### src/hdl/sha1s_pkg.sv
// Package: SHA-1 constants, sequencer states and round helper functions.
`timescale 1ns / 1ps

package sha1s_pkg;

	localparam int unsigned BYTE_W   = 8;
	localparam int unsigned WORD_W   = 32;
	localparam int unsigned IDX_W    = 3;
	localparam int unsigned FILL_W   = 6;
	localparam int unsigned ROUND_W  = 7;
	localparam int unsigned NUM_WORDS = 5;

	localparam logic [WORD_W-1:0] K0 = 32'h5A827999;
	localparam logic [WORD_W-1:0] K1 = 32'h6ED9EBA1;
	localparam logic [WORD_W-1:0] K2 = 32'h8F1BBCDC;
	localparam logic [WORD_W-1:0] K3 = 32'hCA62C1D6;

	localparam logic [WORD_W-1:0] H0 = 32'h67452301;
	localparam logic [WORD_W-1:0] H1 = 32'hEFCDAB89;
	localparam logic [WORD_W-1:0] H2 = 32'h98BADCFE;
	localparam logic [WORD_W-1:0] H3 = 32'h10325476;
	localparam logic [WORD_W-1:0] H4 = 32'hC3D2E1F0;

	localparam logic [BYTE_W-1:0]  PAD_MARK   = 8'h80;
	localparam logic [ROUND_W-1:0] LAST_ROUND = 7'd79;
	localparam logic [IDX_W-1:0]   LAST_IDX   = 3'd4;
	localparam logic [FILL_W-1:0]  LAST_FILL  = 6'd63;

	typedef enum logic [4:0] {
		ST_IDLE  = 5'b00001,
		ST_PAD   = 5'b00010,
		ST_ROUND = 5'b00100,
		ST_FINAL = 5'b01000,
		ST_EMIT  = 5'b10000
	} sha1s_state_t;

	function automatic logic [WORD_W-1:0] sha1s_f(input logic [ROUND_W-1:0] rnd,
		input logic [WORD_W-1:0] b, input logic [WORD_W-1:0] c,
		input logic [WORD_W-1:0] d);
		logic [WORD_W-1:0] r;
		if (rnd < 7'd20) begin
			r = (b & c) | (~b & d);
		end else if (rnd < 7'd40) begin
			r = b ^ c ^ d;
		end else if (rnd < 7'd60) begin
			r = (b & c) | (b & d) | (c & d);
		end else begin
			r = b ^ c ^ d;
		end
		return r;
	endfunction

	function automatic logic [WORD_W-1:0] sha1s_k(input logic [ROUND_W-1:0] rnd);
		logic [WORD_W-1:0] r;
		if (rnd < 7'd20) begin
			r = K0;
		end else if (rnd < 7'd40) begin
			r = K1;
		end else if (rnd < 7'd60) begin
			r = K2;
		end else begin
			r = K3;
		end
		return r;
	endfunction

endpackage

### src/hdl/sha1s_if.sv
// Interfaces: message byte channel and digest word channel.
`timescale 1ns / 1ps

interface sha1s_in_if import sha1s_pkg::*; ();
	logic              valid;
	logic              ready;
	logic [BYTE_W-1:0] data_byte;
	logic              has_byte;
	logic              last;

	modport source (output valid, data_byte, has_byte, last, input ready);
	modport sink   (input valid, data_byte, has_byte, last, output ready);
endinterface

interface sha1s_out_if import sha1s_pkg::*; ();
	logic              valid;
	logic              ready;
	logic [IDX_W-1:0]  word_index;
	logic [WORD_W-1:0] digest_word;
	logic              last_word;

	modport source (output valid, word_index, digest_word, last_word, input ready);
	modport sink   (input valid, word_index, digest_word, last_word, output ready);
endinterface

### src/hdl/sha1_stream_hasher.sv
// Streaming SHA-1 hasher: byte intake, padding, iterative 80-round compression, digest out.
// A byte item that does not fill the block is taken in IDLE; one that fills it runs
// the 80 rounds on the single round adder, then a chaining update in FINAL.
// A last item shifts in padding bytes in PAD, plus a second padded block when the length
// needs one, runs the rounds and update for each block, then sends 5 digest words at one
// per cycle while the sink is ready. Bytes are accepted only in IDLE.
// Reset: arst_n clears the sequencer and restores the initial chaining words.
`timescale 1ns / 1ps

module sha1_stream_hasher import sha1s_pkg::*; (
	input  logic            clk,
	input  logic            arst_n,
	sha1s_in_if.sink        msg,
	sha1s_out_if.source     digest
);

	sha1s_state_t state_q;

	logic [NUM_WORDS-1:0][WORD_W-1:0] h_q;
	logic [15:0][WORD_W-1:0]          win_q;
	logic [WORD_W-1:0]                a_q, b_q, c_q, d_q, e_q;
	logic [ROUND_W-1:0]               rnd_q;
	logic [FILL_W-1:0]                fill_q;
	logic [63:0]                      total_q;
	logic [63:0]                      len_q;
	logic [IDX_W-1:0]                 widx_q;
	logic                             last_q;
	logic                             mark_q;
	logic                             extra_q;

	logic              accept;
	logic              out_done;
	logic [63:0]       total_nx;
	logic [WORD_W-1:0] t_sum;
	logic [WORD_W-1:0] w_new;
	logic [BYTE_W-1:0] pad_byte;
	logic [WORD_W-1:0] out_word;

	assign msg.ready = (state_q == ST_IDLE);
	assign accept    = msg.valid && msg.ready;
	assign out_done  = digest.valid && digest.ready;
	assign total_nx  = total_q + {63'd0, msg.has_byte};

	assign t_sum = {a_q[26:0], a_q[31:27]} + sha1s_f(rnd_q, b_q, c_q, d_q) + e_q
		+ win_q[15] + sha1s_k(rnd_q);
	assign w_new = win_q[2] ^ win_q[7] ^ win_q[13] ^ win_q[15];

	always_comb begin
		if (!mark_q) begin
			pad_byte = PAD_MARK;
		end else if (fill_q[5:3] == 3'b111 && !extra_q) begin
			pad_byte = len_q[63:56];
		end else begin
			pad_byte = '0;
		end
	end

	always_comb begin
		case (widx_q)
			3'd0:    out_word = h_q[0];
			3'd1:    out_word = h_q[1];
			3'd2:    out_word = h_q[2];
			3'd3:    out_word = h_q[3];
			default: out_word = h_q[4];
		endcase
	end

	assign digest.valid       = (state_q == ST_EMIT);
	assign digest.word_index  = widx_q;
	assign digest.digest_word = out_word;
	assign digest.last_word   = (widx_q == LAST_IDX);

	// Block window: bytes shift in at the bottom; in rounds word 15 is W[t].
	always_ff @(posedge clk) begin
		if (accept && msg.has_byte) begin
			win_q <= {win_q[15][23:0], win_q[14:0], msg.data_byte};
		end else if (state_q == ST_PAD) begin
			win_q <= {win_q[15][23:0], win_q[14:0], pad_byte};
		end else if (state_q == ST_ROUND) begin
			win_q <= {win_q[14:0], w_new[30:0], w_new[31]};
		end
	end

	always_ff @(posedge clk) begin
		if (state_q == ST_ROUND) begin
			e_q <= d_q;
			d_q <= c_q;
			c_q <= {b_q[1:0], b_q[31:2]};
			b_q <= a_q;
			a_q <= t_sum;
		end else begin
			a_q <= h_q[0];
			b_q <= h_q[1];
			c_q <= h_q[2];
			d_q <= h_q[3];
			e_q <= h_q[4];
		end
		if (accept && msg.last) begin
			len_q <= {total_nx[60:0], 3'b000};
		end else if (state_q == ST_PAD && mark_q && fill_q[5:3] == 3'b111 && !extra_q) begin
			len_q <= {len_q[55:0], 8'h00};
		end
	end

	always_ff @(posedge clk or negedge arst_n) begin
		if (!arst_n) begin
			state_q <= ST_IDLE;
			h_q     <= {H4, H3, H2, H1, H0};
			rnd_q   <= '0;
			fill_q  <= '0;
			total_q <= '0;
			widx_q  <= '0;
			last_q  <= 1'b0;
			mark_q  <= 1'b0;
			extra_q <= 1'b0;
		end else begin
			unique case (state_q)
				ST_IDLE: begin
					if (accept) begin
						total_q <= total_nx;
						last_q  <= msg.last;
						if (msg.has_byte) begin
							fill_q <= fill_q + 6'd1;
						end
						rnd_q <= '0;
						if (msg.has_byte && fill_q == LAST_FILL) begin
							state_q <= ST_ROUND;
						end else if (msg.last) begin
							state_q <= ST_PAD;
						end
					end
				end
				ST_PAD: begin
					if (!mark_q) begin
						mark_q  <= 1'b1;
						extra_q <= (fill_q[5:3] == 3'b111);
					end
					fill_q <= fill_q + 6'd1;
					rnd_q  <= '0;
					if (fill_q == LAST_FILL) begin
						state_q <= ST_ROUND;
					end
				end
				ST_ROUND: begin
					rnd_q <= rnd_q + 7'd1;
					if (rnd_q == LAST_ROUND) begin
						state_q <= ST_FINAL;
					end
				end
				ST_FINAL: begin
					h_q[0] <= h_q[0] + a_q;
					h_q[1] <= h_q[1] + b_q;
					h_q[2] <= h_q[2] + c_q;
					h_q[3] <= h_q[3] + d_q;
					h_q[4] <= h_q[4] + e_q;
					widx_q <= '0;
					if (mark_q && extra_q) begin
						extra_q <= 1'b0;
						state_q <= ST_PAD;
					end else if (mark_q) begin
						state_q <= ST_EMIT;
					end else if (last_q) begin
						state_q <= ST_PAD;
					end else begin
						state_q <= ST_IDLE;
					end
				end
				ST_EMIT: begin
					if (out_done) begin
						widx_q <= widx_q + 3'd1;
						if (widx_q == LAST_IDX) begin
							// restart for the next message
							h_q     <= {H4, H3, H2, H1, H0};
							fill_q  <= '0;
							total_q <= '0;
							last_q  <= 1'b0;
							mark_q  <= 1'b0;
							extra_q <= 1'b0;
							state_q <= ST_IDLE;
						end
					end
				end
				default: state_q <= ST_IDLE;
			endcase
		end
	end

`ifndef NO_ASSERTIONS
	a_no_intake_while_emitting: assert property (@(posedge clk) disable iff (!arst_n)
		digest.valid |-> !msg.ready)
		else $error("message intake open while digest words pending");

	a_emit_after_update: assert property (@(posedge clk) disable iff (!arst_n)
		$rose(state_q == ST_EMIT) |-> $past(state_q == ST_FINAL))
		else $error("digest output started without a chaining update");

	a_restart_after_digest: assert property (@(posedge clk) disable iff (!arst_n)
		(out_done && digest.last_word) |=> (h_q[0] == H0 && fill_q == '0 && total_q == '0))
		else $error("hasher not restored after final digest word");

	a_round_count_range: assert property (@(posedge clk) disable iff (!arst_n)
		(state_q == ST_ROUND) |-> (rnd_q <= LAST_ROUND))
		else $error("round counter out of range");

	a_word_index_range: assert property (@(posedge clk) disable iff (!arst_n)
		digest.valid |-> (widx_q <= LAST_IDX))
		else $error("digest word index out of range");
`endif

endmodule

### src/flat_wrapper.sv
// flat-port wrapper written by rule: the top's interface ports become plain ports
module sha1_stream_hasher_flat import sha1s_pkg::*;
  (clk, arst_n, msg_valid, msg_data_byte, msg_has_byte, msg_last, msg_ready, digest_valid, digest_word_index, digest_digest_word, digest_last_word, digest_ready);
  sha1s_in_if msg_i ();
  sha1s_out_if digest_i ();
  input  logic clk;
  input  logic arst_n;
  input wire logic [$bits(msg_i.valid)-1:0] msg_valid;
  input wire logic [$bits(msg_i.data_byte)-1:0] msg_data_byte;
  input wire logic [$bits(msg_i.has_byte)-1:0] msg_has_byte;
  input wire logic [$bits(msg_i.last)-1:0] msg_last;
  output wire logic [$bits(msg_i.ready)-1:0] msg_ready;
  output wire logic [$bits(digest_i.valid)-1:0] digest_valid;
  output wire logic [$bits(digest_i.word_index)-1:0] digest_word_index;
  output wire logic [$bits(digest_i.digest_word)-1:0] digest_digest_word;
  output wire logic [$bits(digest_i.last_word)-1:0] digest_last_word;
  input wire logic [$bits(digest_i.ready)-1:0] digest_ready;
  assign msg_i.valid = msg_valid;
  assign msg_i.data_byte = msg_data_byte;
  assign msg_i.has_byte = msg_has_byte;
  assign msg_i.last = msg_last;
  assign msg_ready = msg_i.ready;
  assign digest_valid = digest_i.valid;
  assign digest_word_index = digest_i.word_index;
  assign digest_digest_word = digest_i.digest_word;
  assign digest_last_word = digest_i.last_word;
  assign digest_i.ready = digest_ready;
  sha1_stream_hasher u_core (.clk(clk), .arst_n(arst_n), .msg(msg_i), .digest(digest_i));
endmodule
### config.mk
export PLATFORM = sky130hd
export DESIGN_NAME = sha1_stream_hasher_flat
export DESIGN_NICKNAME = d
export VERILOG_FILES = /design/src/hdl/sha1s_pkg.sv /design/src/hdl/sha1s_if.sv /design/src/hdl/sha1_stream_hasher.sv /design/src/flat_wrapper.sv
export SDC_FILE = /design/constraint.sdc
export NUM_CORES = 2
export LEC_CHECK = 0
export BUFFER_PORTS_ARGS = -buffer_cell sky130_fd_sc_hd__buf_2
export CORE_ASPECT_RATIO = 0.9
export CORE_UTILIZATION = 60
export DETAILED_ROUTE_END_ITERATION = 16
export HOLD_SLACK_MARGIN = 0.08
export PLACE_DENSITY = 0.75
export SLEW_MARGIN = 20
export SYNTH_ARGS = -nofsm -noshare
export SYNTH_HDL_FRONTEND = slang
export SYNTH_SLANG_ARGS = --single-unit
### constraint.sdc
create_clock -name clk -period 34.8 [get_ports clk]
set_clock_uncertainty 0.2 [all_clocks]
set_input_delay 5.22 -clock clk [delete_from_list [all_inputs] [get_ports clk]]
set_output_delay 5.22 -clock clk [all_outputs]
set_load 0.1 [all_outputs]
* Word-level counts from Yosys, hierarchy flattened
Index checks and enable logic that the tools add are counted.
** Word-level totals
- Bits in registers :: 981
- Input bits :: 14
- Output and inout port bits :: 38
** Operators by class
- Add/sub/neg operators :: 13
- $lt $le $gt $ge :: 3
- Equality and inequality tests :: 21
- Multiplexer cells :: 54
- Bitwise gates (word level) :: 13
- Reductions and logical operators :: 28
** Operator list (count)
- $mux W512 :: 3
- $mux W160 :: 2
- $mux W32 :: 10
- $mux W64 :: 5
- $pmux W160 S2 :: 1
- $add A32 B32 Y32 :: 9
- $xor A32 B32 Y32 :: 5
- $and A32 B32 Y32 :: 4
- $pmux W32 S4 :: 1
- $pmux W64 S2 :: 1
- $or A32 B32 Y32 :: 3
- $add A64 B1 Y64 :: 1
- $mux W5 :: 9
- $not A32 Y32 :: 1
- $mux W31 :: 1
- $pmux W5 S5 :: 1
- $mux W6 :: 4
- $pmux W7 S3 :: 1
- $pmux W6 S3 :: 1
- $mux W8 :: 2
- $lt A7 B6 Y1 const B :: 2
- $ne A2 B2 Y1 const B :: 7
- $reduce_bool A3 Y1 :: 4
- $logic_and A1 B1 Y1 :: 10
- 31 further kinds :: 44

* Depth between registers and ports, before layout
- Depth in word-level cells :: 11
- Depth in mapped cells :: 28
- Mapped depth without buffers :: 26

* Least setup slack after synthesis
No wires, ideal clock.
- Path type :: input port to flip-flop
- Start point :: in msg_valid
- End point :: reg u_core.win_q[0] (netlist name) (enable)
- Data arrival time :: 14.545 ns
- Data required time :: 30.968 ns
- Path slack :: 16.422 ns
- Stages :: 6
- Cell sequence :: nand2_1 -> nor2_1 -> nor2_1 -> clkbuf_1 -> clkbuf_1 -> nand2_1
** On the way
- Longest elaborated chain between the ends :: 3
** RTL lines
- from (decl) :: line flat_wrapper.sv:8 : input wire logic [$bits(msg_i.valid)-1:0] msg_valid;
- $logic_and A1 B1 Y1 :: line sha1_stream_hasher.sv:40 : assign accept = msg.valid && msg.ready;
- $logic_and A1 B1 Y1 :: line sha1_stream_hasher.sv:75 : if (accept && msg.has_byte) begin
- $reduce_bool A3 Y1 (no line)
- to (signal assigned) :: line sha1_stream_hasher.sv:76 : win_q <= {win_q[15][23:0], win_q[14:0], msg.data_byte};
- to (signal assigned) :: line sha1_stream_hasher.sv:78 : win_q <= {win_q[15][23:0], win_q[14:0], pad_byte};
- to (signal assigned) :: line sha1_stream_hasher.sv:80 : win_q <= {win_q[14:0], w_new[30:0], w_new[31]};
- to (decl) :: line sha1_stream_hasher.sv:20 : logic [15:0][WORD_W-1:0] win_q;
Every way passes these cells.
A chain may end at the register's enable or synchronous reset.

* Worst setup path after layout
- Start point :: in msg_valid
- End point :: reg u_core.win_q[111] (netlist name) (enable)
Same word-level chain as after synthesis.

==> flow_summary.toml <==
[cells_and_area]
nFillCells = 7140
area_growth_pct = 8.67
fin_cells = 7130
final_layout_size_suffix_gt1_share_pct = 6.37
final_area_um2 = 59100
final_nets = 6240

[grt]
overflow = 0
antenna_found_initial = 11
grt_pass1_vias = 39700
grt_max_degree = 251
track_usage_pct = 29.9
grt_pass1_wl_mm = 218

[placement]
dp.cells = 6934
dpl_cell_area_um2 = 55600
dp_hpwl_mm = 93.2
place.gp.congestion = 0.952
numPortBuffers = 51

[floorplanning]
placementRows = 104
die_x_um = 319
ios = 52
core-area_um2 = 89700
fp.dieH_um = 288
die-area_um2 = 91900
start_util_pct = 60.7

[cts]
htree_levels = 3
post_cts_resized = 0
cts-root-buf = "clkbuf_16"
holdBufCountCts = 0
clock-sinks = 978
clock_latency_ps = 700
cts_max_path_buffers = 3
postCtsSetupRepairBufs = 0
clk_pin_slew_worst_paths_ps = 60
cts_made_buffers = 102
cts_tree = "built"

[sta]
min_period_over_period_pct = 27.2
setup_viol = 0
rsz0062_at_grt = "false"
hold_violations = 0
fin_crit_ps = 9480
relSlewSlack_pct = 18.2
setup_tns_ps = 0
fmax_ghz = 0.105
drv_slew = 0
worst_pin_slew_ps = 1230

[yosys]
synth_area_um2 = 54400
synth_top_family_by_area = "simple AND/OR/NAND/NOR gates"
synth_area_leader_cell = "edfxtp_1"
syn_nets = 6306
synthArstFlopShare_pct = 25.1
ys_ff_latch = 978
synth_compound_area_share_pct = 12.6
synth_area_leaders = "edfxtp_1 (32%), nand2_1 (14%), dfrtp_1 (7.5%), dfxtp_1 (5.9%), ha_1 (5.3%)"
ys_warn_count = 0
synthFlopType = "edfxtp_1"
synth_seq_area_share_pct = 48.9
synth_cell_types = 87
synthSimpleGateAreaFrac_pct = 19.9
synth_top_area_share_pct = 31.6
synth_xor_area_share_pct = 5.20
netlist_instances = 5939
yosys-mux-area-fraction_pct = 0.154
synth_edf_count = 573
synthAdderAreaFrac_pct = 9.83
syn_avg_cell_area_um2 = 9.16

[worst_setup_path]
path_cells = "buf_2 -> nand2_1 -> nor2_1 -> nor2_4 -> nand2_4 -> buf_4 -> buf_4 -> buf_4"
crit_type = "in -> reg"
cp_top_family = "buffers and inverters"
slowest_delay_ps = 920
crit_buf_inv = 4
crit_path_max_fanout = 79
worst_path_most_repeated_cell = "buf_4"
crit_required_ps = 34900
worst_setup_path_end_kind = "register"
crit_path_start_kind = "primary input"
cp.arrival_ps = 9580
cp_slowest_cell = "buf_4"

[routing]
detail_route.iter0.violations = 4569
wl_mm = 138
viasPerCell = 5.91
antenna_left = 0
drc = 0
drtPass1Iterations = 6
vias = 42100
wl_per_cell_um = 19.3

[flow_run]
maxCapViolCount = 0

[status]
status = "finished, final reports clean"

[hold_path]
hold_class = "reg -> reg"
through the flow:
stage	hold slack [ps]	util, %	setup slack, ps
floorplan	239	-	16420
global placement	277	62.1	24690
detailed placement	279	62.1	24620
CTS	289	66.0	25370
global route	324	66.0	25020
finish	288	66.0	25320
final timing paths:
kind | cells past startpoint | startpoint | slack [ps] | end
worst max register to register | 26 | u_core.rnd_q[5]$_DFFE_PN0P_ | 26420 | u_core.a_q[31]$_DFF_P_
worst max-delay path | 8 | msg_valid | 25320 | u_core.win_q[111]$_DFFE_PP_
min in group asynchronous | 1 | arst_n | 4320 | u_core.h_q[33]$_DFFE_PN0P_
worst min register to register | 1 | u_core.fill_q[5]$_DFFE_PN0P_ | 290 | u_core.fill_q[5]$_DFFE_PN0P_
worst min-delay path | 1 | u_core.fill_q[5]$_DFFE_PN0P_ | 290 | u_core.fill_q[5]$_DFFE_PN0P_
max in group asynchronous | 4 | arst_n | 27180 | u_core.total_q[21]$_DFFE_PN0P_
logic make-up after synthesis:
logic type / Yosys count
AND/OR/NAND/NOR: 2680
AO/OA/AOI/OAI: 1104
flip-flops: 978
buffers and inverters: 493
adder cells (fa/ha/maj): 353
XOR/XNOR: 323
multiplexers: 8
metal layers:
layer | part of all wire [%] | wire length [µm] | GRT usage, %
met3 | 7.5 | 10300 | 4.94
met4 | 3.3 | 4470 | 9.80
met5 | 0.075 | 103 | 0
met2 | 44 | 60400 | 45.0
met1 | 45 | 62200 | 44.2
cells in the mapped netlist (77+ instances only):
cell and instances:
inv_1 227, nand3_1 85, nand2_1 2095, a22oi_1 77
a21oi_1 236, fa_1 124, xor2_1 111, dfxtp_1 160
dfrtp_1 164, a21o_1 88, edfxtp_1 573, nor2_1 260
clkbuf_1 255, ha_1 229, xnor2_1 212, o21ai_0 401
dfstp_2 81
worst register-to-register path, stage by stage, from the launching register on:
cell,delay (ps)
dfrtp_1,470
a41oi_2,640
inv_1,460
nor2_1,310
clkinv_1,90
buf_4,200
nand2_1,470
buf_4,520
nor2_1,80
nor2_1,240
fa_1,520
fa_1,560
inv_1,90
fa_1,540
inv_1,40
ha_1,350
o21a_1,150
o31a_1,180
nor2_1,50
o21ai_0,210
a31oi_1,240
o311ai_0,750
nand3_1,230
nand4_1,200
a31oi_1,160
xnor2_1,180
o21ai_0,100
state kept, by name, indices dropped and copies added, names as in the netlist:
name                      count
u_core.a_q                   32
u_core.b_q                   32
u_core.c_q                   32
u_core.d_q                   32
u_core.digest.word_index      3
u_core.e_q                   32
u_core.extra_q                1
u_core.fill_q                 6
u_core.h_q                  160
u_core.last_q                 1
u_core.len_q                 61
u_core.mark_q                 1
u_core.rnd_q                  7
u_core.state_q                5
u_core.total_q               61
u_core.win_q                512
final cells by class:
cell class | instances | area (µm²) | area share, %
Timing Repair Buffer | 93 | 628 | 1.06
Clock buffer | 138 | 2880 | 4.87
Inverter | 230 | 863 | 1.46
Sequential cell | 978 | 26600 | 45.0
Clock inverter | 55 | 612 | 1.03
Tap cell | 1166 | 1460 | 2.47
Antenna cell | 2 | 5.00 | 0.00846
Multi-Input combinational cell | 4468 | 26100 | 44.1
placed cells by master (no fill, tap or decap), types with 88 or more instances in the layout:
cell and n:
nand2_1 2091, edfxtp_1 573, o21ai_0 401, nor2_1 259, a21oi_1 236, ha_1 229, inv_1 227, xnor2_1 212
dfrtp_1 164, dfxtp_1 160, fa_1 124, xor2_1 111, clkbuf_16 104, a21o_1 88
Power is not shown: default switching activity piles up to over one toggle a cycle in this logic, so the estimate is an artifact.
